**config.mk**
```make
export PLATFORM = sky130hd
export DESIGN_NAME = tlws_ctrl
export DESIGN_NICKNAME = d
export VERILOG_FILES = /design/src/tlws_pkg.sv /design/src/tlws_ctrl.sv
export SDC_FILE = /design/constraint.sdc
export NUM_CORES = 1
export LEC_CHECK = 0
export ABC_AREA = 0
export BUFFER_PORTS_ARGS = -buffer_cell sky130_fd_sc_hd__buf_2
export CORE_MARGIN = 2
export CORE_UTILIZATION = 49
export CTS_CLUSTER_SIZE = 8
export DETAILED_ROUTE_END_ITERATION = 12
export GPL_TIMING_DRIVEN = 0
export PLACE_DENSITY = 0.77
export SLEW_MARGIN = 10
export SYNTH_ARGS = -nofsm -noshare
export SYNTH_HDL_FRONTEND = slang
export SYNTH_SLANG_ARGS = --single-unit
```
**constraint.sdc**
```tcl
create_clock -name clk -period 1.85 [get_ports clk]
set_clock_uncertainty 0.2 [all_clocks]
set_input_delay 0.37 -clock clk [delete_from_list [all_inputs] [get_ports clk]]
set_output_delay 0.37 -clock clk [all_outputs]
set_load 0.03 [all_outputs]
```
**src/tlws_pkg.sv**
```systemverilog
// Package for the two-level weighted sampler: request codes, datapath
// command and status structs, controller states, compare helper.
// No dependencies.
`default_nettype none
package tlws_pkg;

	localparam int TW = 48;

	typedef enum logic [1:0] {
		REQ_WRITE  = 2'd0,
		REQ_CHOOSE = 2'd1,
		REQ_READ   = 2'd2,
		REQ_NONE   = 2'd3
	} req_t;

	typedef enum logic [3:0] {
		OP_IDLE,
		OP_CLR,
		OP_LOAD,
		OP_MUL,
		OP_IP,
		OP_PSTEP,
		OP_ESTART,
		OP_ESTEP,
		OP_EFIN,
		OP_DIV,
		OP_WUPD
	} op_t;

	typedef enum logic [1:0] {
		OUT_NONE,
		OUT_CHOOSE,
		OUT_READ,
		OUT_BAD
	} out_sel_t;

	typedef struct packed {
		op_t      op;
		out_sel_t out_sel;
	} cmd_t;

	typedef struct packed {
		logic arr_ok;
		logic elem_ok;
		logic p_more;
		logic w_more;
		logic e_more;
		logic w_zero;
		logic diff_big;
		logic div_last;
		logic clr_last;
	} sts_t;

	typedef enum logic [3:0] {
		S_CLEAR,
		S_IDLE,
		S_WFIND,
		S_WWAIT,
		S_WUPD,
		S_RWAIT,
		S_MUL,
		S_IP,
		S_PWAIT,
		S_PCHK,
		S_EWAIT,
		S_ECHK,
		S_DIV,
		S_OUT_CH,
		S_OUT_RD,
		S_OUT_BAD
	} state_t;

	// s < ip + fr / 2^32
	function automatic logic below(input logic [TW-1:0] s, input logic [TW-1:0] ip,
		input logic [31:0] fr);
		return (s < ip) || ((s == ip) && (fr != 32'd0));
	endfunction

endpackage
`default_nettype wire

```
**src/tlws_ctrl.sv**
```systemverilog
// Controller state machine for the two-level weighted sampler.
// Depends on tlws_pkg; drives tlws_dp through cmd_t, reads sts_t.
`default_nettype none
module tlws_ctrl (
	input  wire logic            clk,
	input  wire logic            arst_n,
	input  wire logic            in_valid,
	output logic                 in_ready,
	input  wire logic [1:0]      req_type,
	output logic                 out_valid,
	input  wire logic            out_ready,
	input  tlws_pkg::sts_t       sts,
	output tlws_pkg::cmd_t       cmd
);
	import tlws_pkg::*;

	state_t state_q, state_d;
	logic   out_valid_q;
	logic   out_free;
	logic   out_load;

	assign out_free  = !out_valid_q || out_ready;
	assign in_ready  = (state_q == S_IDLE);
	assign out_valid = out_valid_q;
	assign out_load  = (cmd.out_sel != OUT_NONE);

	always_comb begin
		state_d = state_q;
		unique case (state_q)
			S_CLEAR: if (sts.clr_last) state_d = S_IDLE;
			S_IDLE: begin
				if (in_valid) begin
					unique case (req_type)
						REQ_WRITE:  state_d = (sts.arr_ok && sts.elem_ok) ? S_WFIND : S_IDLE;
						REQ_CHOOSE: state_d = sts.arr_ok ? S_MUL : S_OUT_BAD;
						REQ_READ:   state_d = S_RWAIT;
						default:    state_d = S_IDLE;
					endcase
				end
			end
			S_WFIND: if (!sts.w_more) state_d = S_WWAIT;
			S_WWAIT: state_d = S_WUPD;
			S_WUPD:  state_d = S_IDLE;
			S_RWAIT: state_d = S_OUT_RD;
			S_MUL:   state_d = S_IP;
			S_IP:    state_d = S_PWAIT;
			S_PWAIT: state_d = S_PCHK;
			S_PCHK:  state_d = sts.p_more ? S_PWAIT : S_EWAIT;
			S_EWAIT: state_d = S_ECHK;
			S_ECHK: begin
				if (sts.e_more) state_d = S_EWAIT;
				else if (sts.w_zero || sts.diff_big) state_d = S_OUT_CH;
				else state_d = S_DIV;
			end
			S_DIV:     if (sts.div_last) state_d = S_OUT_CH;
			S_OUT_CH,
			S_OUT_RD,
			S_OUT_BAD: if (out_free) state_d = S_IDLE;
			default:   state_d = S_IDLE;
		endcase
	end

	always_comb begin
		cmd.op      = OP_IDLE;
		cmd.out_sel = OUT_NONE;
		unique case (state_q)
			S_CLEAR: cmd.op = OP_CLR;
			S_IDLE:  if (in_valid) cmd.op = OP_LOAD;
			S_WFIND: if (sts.w_more) cmd.op = OP_PSTEP;
			S_WUPD:  cmd.op = OP_WUPD;
			S_MUL:   cmd.op = OP_MUL;
			S_IP:    cmd.op = OP_IP;
			S_PCHK:  cmd.op = sts.p_more ? OP_PSTEP : OP_ESTART;
			S_ECHK:  cmd.op = sts.e_more ? OP_ESTEP : OP_EFIN;
			S_DIV:   cmd.op = OP_DIV;
			S_OUT_CH:  if (out_free) cmd.out_sel = OUT_CHOOSE;
			S_OUT_RD:  if (out_free) cmd.out_sel = OUT_READ;
			S_OUT_BAD: if (out_free) cmd.out_sel = OUT_BAD;
			default: cmd.op = OP_IDLE;
		endcase
	end

	always_ff @(posedge clk or negedge arst_n) begin
		if (!arst_n) begin
			state_q     <= S_CLEAR;
			out_valid_q <= 1'b0;
		end else begin
			state_q <= state_d;
			if (out_load) out_valid_q <= 1'b1;
			else if (out_ready) out_valid_q <= 1'b0;
		end
	end

	a_div_holds: assert property (@(posedge clk) disable iff (!arst_n)
		(state_q == S_DIV && !sts.div_last) |=> (state_q == S_DIV))
		else $error("divider left early");
	a_load_valid: assert property (@(posedge clk) disable iff (!arst_n)
		out_load |=> out_valid_q)
		else $error("result word lost");
	a_clear_quiet: assert property (@(posedge clk) disable iff (!arst_n)
		(state_q == S_CLEAR) |-> (!out_valid_q && !in_ready))
		else $error("activity during clearing pass");

endmodule
`default_nettype wire

```
Word level (Yosys, flattened, before mapping)
Cells that the tools add are included.
Widths: inputs -> output; s select.
Cells by class
  reductions and logical operators: 10
  equal/unequal tests: 22
  mux-type cells: 23
Operators with widths (count)
  $pmux 4 s14: 1
  $pmux 4 s9: 1
  $eq 4x4->1 const B: 8
  $mux 4: 7
  $eq 4x3->1 const B: 4
  $mux 2: 6
  $pmux 4 s3: 1
  $ne 2x2->1 const B: 5
  $eq 4x2->1 const B: 2
  $mux 3: 2
  $pmux 2 s3: 1
  $reduce_and 5->1: 1
  $eq 4x1->1 const B: 1
  $logic_not 4->1: 1
  $mux 1: 4
  $reduce_bool 2->1: 2
  $reduce_or 3->1: 1
  $eq 2x1->1 const B: 1
  $eq 2x2->1 const B: 1
  $logic_not 2->1: 1
  $logic_or 1x1->1: 2
  $logic_and 1x1->1: 1
  $logic_not 1->1: 1
Storage, ports and cells
  logic and storage cells: 57
  output and inout port bits: 8
  register bits after elaboration: 5
  bits of input ports: 15

Logic depth before layout (Yosys ltp)
  depth after elaboration: 6
  mapped depth: 6
  depth with buffers taken out: 6

Worst setup path before layout
OpenSTA, ideal clock, no wires.
  path type: reg-to-output
  start: register state_q[3]
  end: output cmd[3] (netlist name)
  slack: -0.214 ns
  data arrival time: 1.494 ns
  buffers on the path: 1
  stages on the path, launching flop included: 6
  required time: 1.280 ns
  cells stage by stage: dfrtp_1 > buf_2 > nand2b_1 > a21oi_1 > a31oi_1 > o21ai_0
RTL lines
  start: declaration: line tlws_ctrl.sv:17  | state_t state_q, state_d;
  start signal: assignment: line tlws_ctrl.sv:88  | state_q <= state_d;
  end: declaration: line tlws_ctrl.sv:13  | output tlws_pkg::cmd_t cmd

==> key figures <==
Status
  – Status: finished, violations left
  – Failing checks: setup timing

Setup path
  – CP endpoint kind: output port
  – Crit path kind: reg2out
  – CP max FO: 8
  – Critical Path, Cell by Cell: and3_1 -> a31oi_1 -> or2_4 -> o22ai_2 -> buf_6
  – Worst EP arrival: about 1.5 ns
  – Critical Path RT: around 1.3 ns
  – Worst stage delay on the critical path: 0.48 ns
  – CP startpoint kind: flop
  – Delay-heaviest family, CP: flip-flops
  – Bufs and invs on worst path: 1
  – Critical-path cell with the highest stage delay: dfrtp_2

STA
  – Slew HR: 65.1%
  – Tightest Pin Transition: between 0.5 and 0.6 ns
  – Final hold viol count: 0
  – Final period util: 114%
  – Max Slew Vio Count: 0
  – Setup TNS: -1.23 ns
  – Count of final setup violators: 9
  – Crit path time final: about 2.1 ns
  – Setup WS post-layout: -0.257 ns
  – Max Freq: around 0.47 GHz
  – RSZ-0062 raised after global routing: true

Global routing
  – Largest net degree at the start of global routing: 11
  – Gr ovfl total: 0
  – Initial antenna violation count: 0
  – First-pass GRT wire length: 3.61 mm
  – Vias in the first global route: approximately 820
  – Global Route Usage Sum: about a quarter

Die
  – Core area: approximately 1300 um2
  – I/O Pins: 23
  – Rows: 13
  – Initial core utilization: around 53%
  – DIE WIDTH: ~42 um
  – Die area: 1770 um2
  – Chip Height: ~42 um

Yosys
  – Number of synthesized flops with an enable pin: 0
  – Mapped cell area: slightly above 700 um2
  – FF+latch count, synth: 5
  – Sequential-to-total area share from yosys stat: between 10% and 20%
  – Main combinational cell family by area after synthesis: compound AO/OA/AOI/OAI gates
  – Synth Area in Adders: 7.03%
  – Compound-cell area share of the yosys netlist: a little under a third
  – Post-Syn Nets: between 100 and 150
  – Xor/xnor share of the synthesized area: 1.23%
  – Synth unique cells: 41
  – Multiplexer area fraction after synthesis: 3.51%
  – Ys Warns: 0
  – Simple-gate area share of the yosys netlist: around 28%
  – Synthesized instance count: 95
  – Mapped Avg Cell Area: approximately 7.5 um2
  – Async SR Flop Fraction: 100%
  – Top FF cell, synth: dfrtp_1

Placed design
  – Final GP Congestion: a little under 0.9
  – DP Worst Slack: -0.191 ns
  – DP HPWL: roughly 1.4 mm
  – Placed Cells: between 100 and 150
  – IO Port Bufs: 22

Clock tree
  – CTS Buf Count: 3
  – Root buf cell: clkbuf_4
  – Bufs on Longest Clock Path: 2
  – H-tree Lvls: 1
  – TritonCTS clock tree: yes
  – Clock transition at path regs: about 0.04 ns
  – Clk_lat worst skew: between 0.2 and 0.25 ns
  – Clock Sinks: 5

Detailed routing
  – Initial DRT Pass Iterations: 4
  – Vias/cell: roughly 6.5
  – Wirelength per Cell: 19.2 um
  – Initial DRC Count: 52
  – DRC viols: 0
  – Final antenna-violating net count: 0
  – Vias: a little under 1000
  – WL final: approximately 2.9 mm

Cells and area
  – Finished Core Util: 86.9%
  – Commonest cells after routing, fill and taps aside: 16 x buf_4, 15 x buf_2, 10 x buf_6
  – Most common cell after layout, fill and taps aside: buf_4
  – NumNets Final: around 160
  – # diodes: 0
  – P&R area growth vs syn: 62.7%
  – Post-route insts no fill: 150
  – Share of post-route cells with drive strength above 1: between 50% and 60%

Hold path
  – Type of the tightest min-delay check: in2async

Pwr
  – PD cells: 1720 nW/um2
  – IR drop worst, VDD: between 1000 and 1500 uV
  – Leak: around 0.52 nW
  – Tot Pwr: between 1.5 and 2 mW

Job
  – Maxcap violations: 0
## routing by layer
metal,vias to the layer above,track usage (%),share of wire (%)
li1,425,-,-
met1,447,32.9,38
met2,86,44.7,49
met3,12,6.90,10
met4,0,3.13,2.9
met5,-,0,0
## synth_stat cells (2+ instances only)
cell	instances	share of area, %
a31oi_1	4	3.5
and3_1	2	1.8
o21bai_1	2	2.1
dfrtp_1	5	18
a21oi_1	7	4.9
ha_1	4	7.0
o21ai_1	2	1.4
a32oi_1	2	2.5
nand3_1	2	1.4
nor3_1	5	3.5
nor2_1	9	4.7
or2_2	3	2.6
nand2_1	6	3.2
o21ai_0	3	2.1
buf_6	2	3.2
buf_2	3	2.1
buf_4	2	2.1
nand2b_1	5	4.4
inv_1	5	2.6
## worst paths after layout
| check | from | to | slack [ns] | cells after the start |
|---|---|---|---|---|
| worst max-delay path | state_q[3] | cmd[4] | -0.26 | 5 |
| worst min-delay path | arst_n | state_q[2] | 0.25 | 2 |
| worst max register to register | state_q[2] | state_q[2] | -0.02 | 6 |
| worst min register to register | out_valid | out_valid | 0.61 | 2 |
| max in group asynchronous | arst_n | state_q[0] | 1.05 | 2 |
| min in group clk | out_ready | out_valid | 0.34 | 3 |
## flip-flops by register name (all words and copies together) (netlist names)
| name | flops |
|---|---|
| out_valid | 1 |
| state_q | 4 |
## where the power goes
| group | switching [mW] | internal, mW | leakage [nW] |
|---|---|---|---|
| Clock | 0.0446 | 0.0815 | 0.0150 |
| Combinational | 0.886 | 0.747 | 0.450 |
| Sequential | 0.0724 | 0.161 | 0.0587 |
| Total | 1.00 | 0.990 | 0.523 |
## per-stage QoR
| step | hold WS, ns | area, um2 |
|---|---|---|
| final | 0.255 | 1160 |
| after global routing | 0.263 | 1160 |
| after CTS | 0.260 | 1090 |
| after detailed placement | -0.0153 | 871 |
| after global placement | -0.0172 | 871 |
| after floorplan | -0.126 | 742 |
## what timing repair did
| action | in CTS | in global routing |
|---|---|---|
| endpoints found under the setup margin | 7 | 10 |
| gates resized for setup | 34 | 10 |
| cloned | 0 | 0 |
| buffers inserted | 11 | 5 |
| hold buffers | 1 | 0 |
| pin swaps | 6 | 4 |
| endpoints found under the hold margin | 5 | 0 |
## cell type report
cell class,instances,area (um2)
sequential,5,130
tap,15,18.8
buffer,5,55.1
fill,73,175
clock buffer,4,26.3
inverter,5,21.3
timing repair buffer,39,292
multi-input combinational,77,616
## logic make-up after synthesis
logic type                 count (synthesis)
muxes                                      2
and+or+nand+nor                           38
DFF                                        5
AOI/OAI and AO/OA                         32
buffers and inverters                     13
xor gates and xnor gates                   1
adders and majority gates                  4
No activity file was read; power rests on OpenSTA's default activity.
